==> src/sv/pcm_sample_player_assert.svh <==
// assertion macros shared by the pcm sample player rtl
// no dependencies; included by the files that check their own logic
`ifndef PCM_SAMPLE_PLAYER_ASSERT_SVH
`define PCM_SAMPLE_PLAYER_ASSERT_SVH

`ifndef ASSERT_OFF
// plain property check, disabled while in reset
`define PSP_ASSERT(lbl, clk, rst_n, prop) \
    lbl: assert property (@(posedge clk) disable iff (!(rst_n)) (prop)) \
        else $error("pcm sample player check failed");
// same-cycle implication
`define PSP_ASSERT_IMP(lbl, clk, rst_n, ante, cons) \
    lbl: assert property (@(posedge clk) disable iff (!(rst_n)) (ante) |-> (cons)) \
        else $error("pcm sample player check failed");
// next-cycle implication
`define PSP_ASSERT_NXT(lbl, clk, rst_n, ante, cons) \
    lbl: assert property (@(posedge clk) disable iff (!(rst_n)) (ante) |=> (cons)) \
        else $error("pcm sample player check failed");
`else
`define PSP_ASSERT(lbl, clk, rst_n, prop)
`define PSP_ASSERT_IMP(lbl, clk, rst_n, ante, cons)
`define PSP_ASSERT_NXT(lbl, clk, rst_n, ante, cons)
`endif

`endif

==> src/sv/psp_pkg.sv <==
// shared types and constants of the pcm sample player
// no dependencies
package psp_pkg;

    localparam int ADDR_W = 12;
    localparam int LEN_W  = 13;
    localparam int REM_W  = 14;
    localparam int SAMP_W = 8;
    localparam int STEP_W = 16;
    localparam int REQ_W  = 3;

    localparam logic [SAMP_W-1:0] SILENCE = 8'd128;

    typedef enum logic [REQ_W-1:0] {
        REQ_TICK  = 3'd0,
        REQ_WRITE = 3'd1,
        REQ_PLAY  = 3'd2,
        REQ_STOP  = 3'd3,
        REQ_SPEED = 3'd4,
        REQ_NEXT  = 3'd5
    } t_req;

    typedef struct packed {
        logic [REQ_W-1:0]  req_type;
        logic [ADDR_W-1:0] address;
        logic [LEN_W-1:0]  length;
        logic [SAMP_W-1:0] sample_in;
        logic              repeat_flag;
        logic [STEP_W-1:0] speed_step;
    } t_item;

    // per-request outcome from the sequencer core
    typedef struct packed {
        logic tick_play;
        logic playing;
    } t_core_res;

endpackage

==> src/sv/psp_core.sv <==
// playback state and phase accumulator of the pcm sample player
// depends on psp_pkg and pcm_sample_player_assert.svh
`include "pcm_sample_player_assert.svh"

module psp_core #(
    parameter int FRAC_BITS = 8
) (
    input  logic                         i_clk,
    input  logic                         i_rst_n,
    input  logic                         i_en,
    input  psp_pkg::t_item               i_item,
    output psp_pkg::t_core_res           o_res,
    output logic [psp_pkg::ADDR_W-1:0]   o_rd_addr
);

    localparam int STEP_RW = psp_pkg::STEP_W + 1;
    localparam int ACC_W   = STEP_RW + 1;
    localparam logic [STEP_RW-1:0] STEP_ONE = STEP_RW'(1 << FRAC_BITS);

    logic [psp_pkg::ADDR_W-1:0] r_cur, n_cur;
    logic [psp_pkg::REM_W-1:0]  r_rem, n_rem;
    logic [FRAC_BITS-1:0]       r_frac, n_frac;
    logic [STEP_RW-1:0]         r_step, n_step;
    logic [psp_pkg::ADDR_W-1:0] r_nxt_addr, n_nxt_addr;
    logic [psp_pkg::LEN_W-1:0]  r_nxt_len, n_nxt_len;

    logic [ACC_W-1:0]           w_acc;
    logic [ACC_W-1:0]           w_whole;
    logic [psp_pkg::REM_W-1:0]  w_len;
    logic                       w_skip;
    logic                       w_tick_play;

    assign w_acc   = ACC_W'(r_frac) + ACC_W'(r_step);
    assign w_whole = w_acc >> FRAC_BITS;
    assign w_len   = {1'b0, i_item.length};
    assign w_skip  = (r_rem != '0) && (r_nxt_addr == i_item.address)
                     && (r_nxt_len == i_item.length);

    always_comb begin
        n_cur       = r_cur;
        n_rem       = r_rem;
        n_frac      = r_frac;
        n_step      = r_step;
        n_nxt_addr  = r_nxt_addr;
        n_nxt_len   = r_nxt_len;
        w_tick_play = 1'b0;
        unique case (i_item.req_type)
            psp_pkg::REQ_TICK: begin
                if (r_rem != '0) begin
                    w_tick_play = 1'b1;
                    n_frac      = w_acc[FRAC_BITS-1:0];
                    if (w_whole >= ACC_W'(r_rem)) begin
                        // sound used up: reload queued sound
                        n_rem = {1'b0, r_nxt_len};
                        n_cur = r_nxt_addr;
                    end else begin
                        n_rem = r_rem - w_whole[psp_pkg::REM_W-1:0];
                        n_cur = r_cur + w_whole[psp_pkg::ADDR_W-1:0];
                    end
                end
            end
            psp_pkg::REQ_WRITE: begin
            end
            psp_pkg::REQ_PLAY: begin
                n_nxt_len = '0;
                if (i_item.repeat_flag) begin
                    n_nxt_addr = i_item.address;
                    n_nxt_len  = i_item.length;
                end
                n_step = {1'b0, i_item.speed_step};
                n_frac = '0;
                n_cur  = i_item.address;
                n_rem  = w_len;
            end
            psp_pkg::REQ_STOP: begin
                n_rem = '0;
            end
            psp_pkg::REQ_SPEED: begin
                n_step = {1'b0, i_item.speed_step};
            end
            psp_pkg::REQ_NEXT: begin
                if (!w_skip) begin
                    if (r_rem == '0) begin
                        n_cur = i_item.address;
                        n_rem = w_len;
                    end
                    n_nxt_addr = i_item.address;
                    n_nxt_len  = i_item.length;
                end
            end
            default: begin
            end
        endcase
    end

    always_ff @(posedge i_clk) begin
        if (!i_rst_n) begin
            r_cur      <= '0;
            r_rem      <= '0;
            r_frac     <= '0;
            r_step     <= STEP_ONE;
            r_nxt_addr <= '0;
            r_nxt_len  <= '0;
        end else if (i_en) begin
            r_cur      <= n_cur;
            r_rem      <= n_rem;
            r_frac     <= n_frac;
            r_step     <= n_step;
            r_nxt_addr <= n_nxt_addr;
            r_nxt_len  <= n_nxt_len;
        end
    end

    assign o_res.tick_play = w_tick_play;
    assign o_res.playing   = (n_rem != '0);
    assign o_rd_addr       = r_cur;

    // stop always silences the next item
    `PSP_ASSERT_NXT(a_stop_clears, i_clk, i_rst_n,
        i_en && (i_item.req_type == psp_pkg::REQ_STOP), r_rem == '0)
    // play restarts phase at the requested address
    `PSP_ASSERT_NXT(a_play_loads, i_clk, i_rst_n,
        i_en && (i_item.req_type == psp_pkg::REQ_PLAY),
        (r_frac == '0) && (r_cur == $past(i_item.address)))

endmodule

==> config.mk <==
export PLATFORM = sky130hd
export DESIGN_NAME = psp_core
export DESIGN_NICKNAME = d
export VERILOG_FILES = /design/src/sv/psp_pkg.sv /design/src/sv/psp_core.sv
export VERILOG_INCLUDE_DIRS = /design/src /design/src/sv
export SDC_FILE = /design/constraint.sdc
export NUM_CORES = 1
export LEC_CHECK = 0
export BUFFER_PORTS_ARGS = -buffer_cell sky130_fd_sc_hd__buf_2
export CAP_MARGIN = 20
export CORE_MARGIN = 2
export CORE_UTILIZATION = 61
export CTS_BUF_LIST = sky130_fd_sc_hd__clkbuf_16
export CTS_CLUSTER_DIAMETER = 200
export DETAILED_ROUTE_END_ITERATION = 12
export PLACE_DENSITY = 0.84
export SLEW_MARGIN = 25
export SYNTH_ARGS = -nofsm -noshare
export SYNTH_HDL_FRONTEND = slang
export SYNTH_SLANG_ARGS = --single-unit
==> constraint.sdc <==
create_clock -name i_clk -period 9.2 [get_ports i_clk]
set_clock_uncertainty 0.15 [all_clocks]
set_input_delay 1.38 -clock i_clk [delete_from_list [all_inputs] [get_ports i_clk]]
set_output_delay 1.38 -clock i_clk [all_outputs]
set_load 0.005 [all_outputs]
==> results of run 1 <==
[worst min-delay path, stage by stage, from the launching register on]
cell     delay [ps]
dfxtp_1         330
mux2i_1          70
nor2_1           70
[registers in the layout, summed over array words and instances (netlist names)]
register    cells
r_nxt_len      13
r_rem          14
o_rd_addr      12
r_step         16
r_frac          8
r_nxt_addr     12
[report_power, final]
group          switching [mW]  internal, mW  leakage (nW)
Combinational           0.128        0.0925          1.60
Clock                   0.143         0.237         0.153
Sequential             0.0148         0.337         0.609
Total                   0.287         0.666          2.36
[per-layer routing]
metal	wire, um	global-route usage	vias to the layer above	share of wire
met5	0	0	-	0
met4	453	0.1413	0	0.032
met3	1105	0.05297	41	0.078
met2	6945	0.5482	260	0.49
met1	5729	0.4107	2308	0.40
li1	-	-	2296	-
[cells in the final DEF (no fill, tap or decap), drive strengths merged, types with 9 or more instances in the layout]
cell type,count
nor3,12
a211oi,11
nand4,11
nand2,38
a22oi,25
mux2i,41
inv,20
nor2,89
nand3,12
a21o,10
buf,68
a21oi,36
ha,26
dfxtp,75
xnor2,46
clkbuf,9
o21ai,30
xor2,13
[through the flow]
step	instance area [um2]	power, mW	cells
3_3_place_gp	5354	0.5653	750
6_report	5685	0.9530	767
4_1_cts	5674	0.9482	766
5_1_grt	5685	0.9879	767
3_5_place_dp	5356	0.5715	750
2_1_floorplan	4971	0.5126	607
[path summary, 6_finish.rpt]
check | slack (ps) | depth (start not counted) | endpoint
min | 360 | 2 | r_step[7]
max reg2reg | 3610 | 20 | r_rem[12]
max | 1290 | 22 | o_res[0]
min reg2reg | 360 | 2 | r_step[7]
[final cells by class]
type	count	area, um2
Clock buffer	9	225.2
Inverter	20	77.57
Timing Repair Buffer	68	361.6
Multi-Input combinational cell	486	3299
Fill cell	621	2122
Tap cell	102	127.6
Sequential cell	75	1501
Clock inverter	7	92.59
[logic make-up after synthesis]
group | after synthesis | synth area share
muxes | 43 | 0.08784
and+or+nand+nor | 206 | 0.1941
xor gates and xnor gates | 59 | 0.1040
DFF | 75 | 0.3020
buffers and inverters | 46 | 0.03801
AOI/OAI and AO/OA | 149 | 0.1966
adders and majority gates | 29 | 0.07752
==> metrics, run 1 <==
Critical Path RT=between 7000 and 8000 ps; final core occ=0.7282; Async SR Flop Fraction=0; static leakage=2.362 nW; largest net degree at the start of global routing=68; Setup WS pre-CTS=between 1500 and 2000 ps; CTS Buf Count=9; wire length per cell=about 19 um; CP arrival=roughly 6400 ps; GRT overflow=0; Slew HR=0.4112; outcome=finished clean; Post-Syn Nets=between 600 and 700; CTS-repair resized insts=0; Clock Tree Buf Depth=2; WL final=about 14000 um; Max Fclk=about 130 MHz; pwr/cell area=between 150 and 200 mW/mm2; 1st-iter DRT viols=341; DRC violation count after routing=0; CTS Sinks=75; Crit path largest cell delay=approximately 710 ps; IO Pins=70; synth cell count leaders=nor2_1, dfxtp_1, xnor2_1; Seq cells post-synth=75; beginning of the critical path=r_frac[0]; largest cells by area after synthesis=dfxtp_1, mux2i_1, xnor2_1, nor2_1, ha_1; # port buffers=between 60 and 70; WS Path Type=reg2out; cell family contributing the most delay on the critical path=compound AO/OA/AOI/OAI gates; Max-Cap Viols=0; Final Wtd Congestion=0.9278; initial antenna violation count=0; via count=between 4000 and 5000; first-pass GRT wire length=between 20000 and 25000 um; Layout Nets=between 700 and 800; syn_area_per_cell=slightly above 8 um2; drt first pass iters=7; antenna violation net count after detailed routing=0; most common cell in the netlist=nor2_1; WHS=between 300 and 400 ps; minimum clock period=around 7900 ps; VDD IR-drop max=approximately 0.11 mV; Yosys cell types=just under 60; post-DP HPWL=between 10000 and 15000 um; worst-path cell chain=ha_1, fa_1, a21o_1, a21o_1, a21o_1, a21oi_1, o21ai_0, and3_1, xor2_1, inv_1, ha_1, nor2b_1, o2111ai_1, and4b_1, o21ai_2, buf_4, mux2i_1, o21ai_0, nor4_1, nand4_1, or3_1, buf_2; reg2reg start=r_frac[0]; row count=32; fin worst setup slack=1288 ps; worst skew pair latency=about 330 ps; Synth Flop Type=dfxtp_1; die height=around 94 um; core box area=~0.008 mm2; Crit-path slowest cell=o21ai_2; vias in the first global route=about 4600; die area=just under 0.009 mm2; CTS H-tree depth=3; Area growth, synth to finish=14.37%; hold buffer count at cts=0; CTS tree=yes; Synth area leader=dfxtp_1; TNS Setup=0 ps; post-synth top area share=0.3020; Seq/Total Area, Yosys=0.3020; Post-CTS Setup Bufs=0; Critical Path End Type=output pin; number of synthesized flops with an enable pin=0; HP Start=r_step[7]; WP buf/inv=3; Final Cycle Share=0.8600; gr usage total=0.3257; Worst path most repeated cell=a21o_1; antenna fix cells=0; clock transition at the registers of the reported paths=60 ps; Hold Violations, Final=0; layout cells sized above 1=0.1459; RSZ-0062 raised after global routing=false; yosys warns=0; Critical Path Start Type=register; slew at the pin with the worst max-slew slack=883.0 ps; cells after synthesis=between 600 and 700; Post-Syn Area=0.004971 mm2; CP max FO=20; Die W=about 94 um; drt via density=6.395; Starting Density=0.6367; min-delay worst type=reg2reg; Final setup viols=0; fin. max-slew vios=0; CTS Root Cell=clkbuf_16
(Power assumes the default switching activity.)
==> inputs of run 2 (changes only) <==
Settings changed: PLACE_DENSITY 0.84 to 0.95.
==> run 2 against run 1 <==
Compared with the run above:
- critical path depth unchanged
- critical endpoint unchanged
- final cell count decreased by 0.26%
- die area unchanged
==> metrics, run 2 (same netlist as run 1, synthesis figures left out) <==
RSZ-0062 raised after global routing=false; die height=94.27 um; Die W=around 94 um; 1st-iter DRT viols=541; Area growth, synth to finish=13.34%; CTS-repair resized insts=0; drt via density=between 6 and 7; minimum clock period=roughly 7500 ps; static leakage=about 2.3 nW; Reg with most FFs=r_step; most common cell after layout, fill and taps aside=nor2_1; pwr/cell area=approximately 160 mW/mm2; VDD IR-drop max=roughly 0.13 mV; GRT overflow=0; core box area=0.007807 mm2; slew at the pin with the worst max-slew slack=750.4 ps; CP max FO=38; drt first pass iters=5; Post-CTS Setup Bufs=0; CTS Sinks=75; wire length per cell=roughly 19 um; WL final=between 10000 and 15000 um; min-delay worst type=reg2reg; final core occ=0.7216; fin. max-slew vios=0; clock transition at the registers of the reported paths=60 ps; CTS Buf Count=9; Max-Cap Viols=0; Max Fclk=133.3 MHz; WS Path Type=reg2out; hold path depth=2; via count=~5000; Slew HR=0.4992; Final Wtd Congestion=0.9580; layout cells sized above 1=0.1463; CP arrival=between 5000 and 6000 ps; CTS tree=yes; cells on worst reg2reg path=20; # fillers=about 580; outcome=finished clean; Critical Path Start Type=register; CTS H-tree depth=3; Critical Path RT=about 7700 ps; antenna fix cells=0; TNS Setup=0 ps; CTS Root Cell=clkbuf_16; Critical Path End Type=output pin; DRC violation count after routing=0; Final setup viols=0; Clock Tree Buf Depth=2; antenna violation net count after detailed routing=0; IO Pins=70; most frequent cells in the layout=nor2_1, dfxtp_1, buf_2; post-DP HPWL=10530 um; biggest regs=r_step: 16 flops, r_rem: 14 flops, r_nxt_len: 13 flops; max reg flops=16; Layout Nets=about 740; # port buffers=61; gr usage total=0.3385; die area=slightly below 0.009 mm2; WHS=363.7 ps; row count=32; largest net degree at the start of global routing=68; vias in the first global route=about 5000; Final Cycle Share=0.8154; worst skew pair latency=between 300 and 400 ps; Starting Density=0.6367; hold buffer count at cts=0; first-pass GRT wire length=roughly 23000 um; initial antenna violation count=0; Hold Violations, Final=0
## run 2: changes by cell type in the layout (fill, tap and decap cells not counted), sizes merged
cell    change
inv         +2
bufinv      -2
buf         -2
## run 2: metrics by stage
step	cells	power, mW	instance area, um2	setup slack (ps)
after floorplan	607	0.5126	4971	3050
final	765	0.9052	5634	1698
after global routing	765	0.9345	5634	1372
after detailed placement	748	0.5720	5341	2230
after global placement	748	0.5624	5339	2281
after CTS	764	0.8970	5617	1807
## run 2: final cells by class
cell class	instances	area [um2]	area share
multi-input cells	486	3306	0.5867
flip-flops and latches	75	1501	0.2665
repair buffers	66	346.6	0.06151
clock buffers	9	225.2	0.03997
well taps	102	127.6	0.02265
inverters	20	77.57	0.01377
clock inverters	7	50.05	0.008883
## run 2: power breakdown
part	switching, mW	total (mW)	internal (mW)
logic	0.130	0.222	0.0918
registers	0.0156	0.353	0.337
clock network	0.147	0.331	0.184
## run 2: path summary, 6_finish.rpt
path	startpoint	to	slack, ps
worst max-delay path	r_frac[0]	o_res[0]	1700
worst min-delay path	r_frac[2]	r_frac[2]	360
worst max register to register	r_frac[0]	r_rem[3]	3830
worst min register to register	r_frac[2]	r_frac[2]	360
## run 2: metal layers
layer  GRT usage  vias up  wire [um]
met5           0        -          0
met4      0.1957        0        889
met3     0.06902       83       1345
met2      0.5631      294       6780
met1      0.4033     2333       5560
li1            -     2287          -
## run 2: critical path, cell delays in order (launching register included)
cell      delay [ps]
dfxtp_1          310
ha_1             220
fa_1             410
a21o_1           180
a21o_1           200
a21o_1           190
a21oi_1          240
o21ai_0          190
and3_1           280
nand3_1          120
xnor2_1          220
inv_1            140
ha_1             390
nand2_1           80
or4_1            460
mux2i_1          180
o21ai_2           60
buf_4            290
mux2_4           350
a222oi_1         390
nand4_1          180
or3_1            400
buf_2            130
==> inputs of run 3 (changes only) <==
Settings changed: CORE_UTILIZATION 61 to 58, PLACE_DENSITY 0.95 to 0.92.
Clock period 9.2 ns to 7.1 ns, I/O delays scaled along.
==> run 3 against run 2 <==
Compared with the run above:
- register-to-register slack worse by 1800 ps
- final area is 1.5% higher
- combinational power increased by 35%
==> metrics, run 3 (same netlist as run 1, synthesis figures left out) <==
DP Cell Count=752; WL final=between 10000 and 15000 um; wire length per cell=around 19 um; CTS H-tree depth=3; die height=around 97 um; row count=33; max reg flops=16; CP arrival=around 5600 ps; VDD IR-drop max=around 0.17 mV; Post-CTS Setup Bufs=0; biggest regs=r_step: 16 flops, r_rem: 14 flops, r_nxt_len: 13 flops; antenna fix cells=0; Crit path largest cell delay=~500 ps; sw frac=0.3093; via count=a little under 5000; minimum clock period=6831 ps; worst skew pair latency=~330 ps; DRC violation count after routing=0; Starting Density=0.6020; Final Wtd Congestion=0.9469; WS Path Type=reg2out; Slew HR=0.3711; largest net degree at the start of global routing=approximately 70; worst-path cell chain=ha_1, fa_1, a21o_1, a21o_1, a21o_1, a21oi_2, o21ai_0, and3_1, nand3_1, xnor2_1, inv_1, ha_4, nand2_1, or4_1, mux2i_2, o21ai_4, mux2_4, a222oi_1, nand4_1, or3_1, buf_2; internal power=~830 uW; CTS Root Cell=clkbuf_16; hold buffer count at cts=0; gr usage total=0.3203; die area=0.009328 mm2; Critical Path End Type=output pin; 1st-iter DRT viols=between 500 and 600; slew at the pin with the worst max-slew slack=about 940 ps; first-pass GRT wire length=roughly 23000 um; fin. max-slew vios=0; Die W=~97 um; outcome=finished clean; most common cell after layout, fill and taps aside=nor2_1; drt via density=between 6 and 7; Max-Cap Viols=0; IO Pins=70; layout cells sized above 1=0.1551; CTS Sinks=75; WHS=354.1 ps; CTS Buf Count=9; drt first pass iters=5; Clk pwr share=0.374; min-delay worst type=reg2reg; Area growth, synth to finish=15.08%; final std cells w/o fill=between 700 and 800; most frequent cells in the layout=nor2_1, dfxtp_1, buf_2; Layout Nets=about 740; initial antenna violation count=0; static leakage=between 2 and 2.5 nW; Reg power frac=0.378; clock transition at the registers of the reported paths=60 ps; logic gate share of total power=0.248; Clock Tree Buf Depth=2; Hold Violations, Final=0; post-DP HPWL=between 10000 and 15000 um; Critical Path Start Type=register; TNS Setup=0 ps; Reg with most FFs=r_step; Worst path most repeated cell=a21o_1; Final setup viols=0; vias in the first global route=just under 5000; pwr/cell area=211.2 mW/mm2; core box area=~0.0083 mm2; CTS tree=yes; CP max FO=5; # port buffers=61; Crit-path slowest cell=or4_1; Critical Path RT=just under 6000 ps; Max Fclk=between 100 and 150 MHz; antenna violation net count after detailed routing=0; GRT overflow=0; Psw=around 370 uW; Final Cycle Share=0.9621
## run 3: changes by cell type in the layout (fill, tap and decap cells not counted), sizes merged
cell,before,now
inv,22,20
bufinv,0,1
clkinv,3,4
buf,66,67
## run 3: layout make-up
type                       count  area [um2]
multi-input combinational    486        3354
fill                         644        2537
sequential                    75        1501
timing repair buffer          67       361.6
clock buffer                   9       225.2
tap                          105       131.4
inverter                      20       76.32
clock inverter                 7       70.07
## run 3: power by group through the flow
| stage | Combinational (mW) | Sequential, mW | Clock, mW |
|---|---|---|---|
| after detailed placement | 0.280 | 0.464 | 0 |
| after global routing | 0.325 | 0.458 | 0.472 |
| after CTS | 0.284 | 0.455 | 0.453 |
| after global placement | 0.270 | 0.464 | 0 |
| after floorplan | 0.205 | 0.459 | 0 |
| final | 0.300 | 0.457 | 0.451 |
## run 3: worst paths after layout
path                                 from  cells after the start        end  slack [ps]
worst max register to register  r_step[0]                     21  r_rem[12]        2080
worst min register to register  r_step[5]                      2  r_step[5]         350
worst min-delay path            r_step[5]                      2  r_step[5]         350
worst max-delay path            r_step[0]                     21   o_res[0]         270
## run 3: stage by stage
| stage | setup slack [ps] | power, mW | cell area, um2 | util |
|---|---|---|---|---|
| after floorplan | 1265 | 0.6642 | 4971 | - |
| after global placement | 628.7 | 0.7340 | 5350 | 0.6479 |
| after detailed placement | 488.0 | 0.7448 | 5350 | 0.6479 |
| after CTS | 107.3 | 1.192 | 5645 | 0.6836 |
| after global routing | -16.99 | 1.255 | 5720 | 0.6927 |
| final | 269.3 | 1.208 | 5720 | 0.6927 |
## run 3: what timing repair did
action,4_1_cts,5_1_grt
resized for setup,0,10
endpoints found under the setup margin,0,1
endpoints found under the hold margin,0,0
## run 3: worst max-delay path: cells and delay by family, from the launching register on
kind	cells	cell delay, ps
flip-flops	1	330
AO/OA/AOI/OAI	7	1470
buffers and inverters	2	270
multiplexers	2	560
XOR/XNOR	1	180
adder cells (fa/ha/maj)	3	940
AND/OR/NAND/NOR	6	1520
## run 3: per-layer routing
metal / routed length [um] / vias up / global-route usage
li1: - / 2283 / -
met1: 5598 / 2331 / 0.3822
met2: 6722 / 282 / 0.5365
met3: 1311 / 60 / 0.07913
met4: 659 / 0 / 0.1596
met5: 0 / - / 0
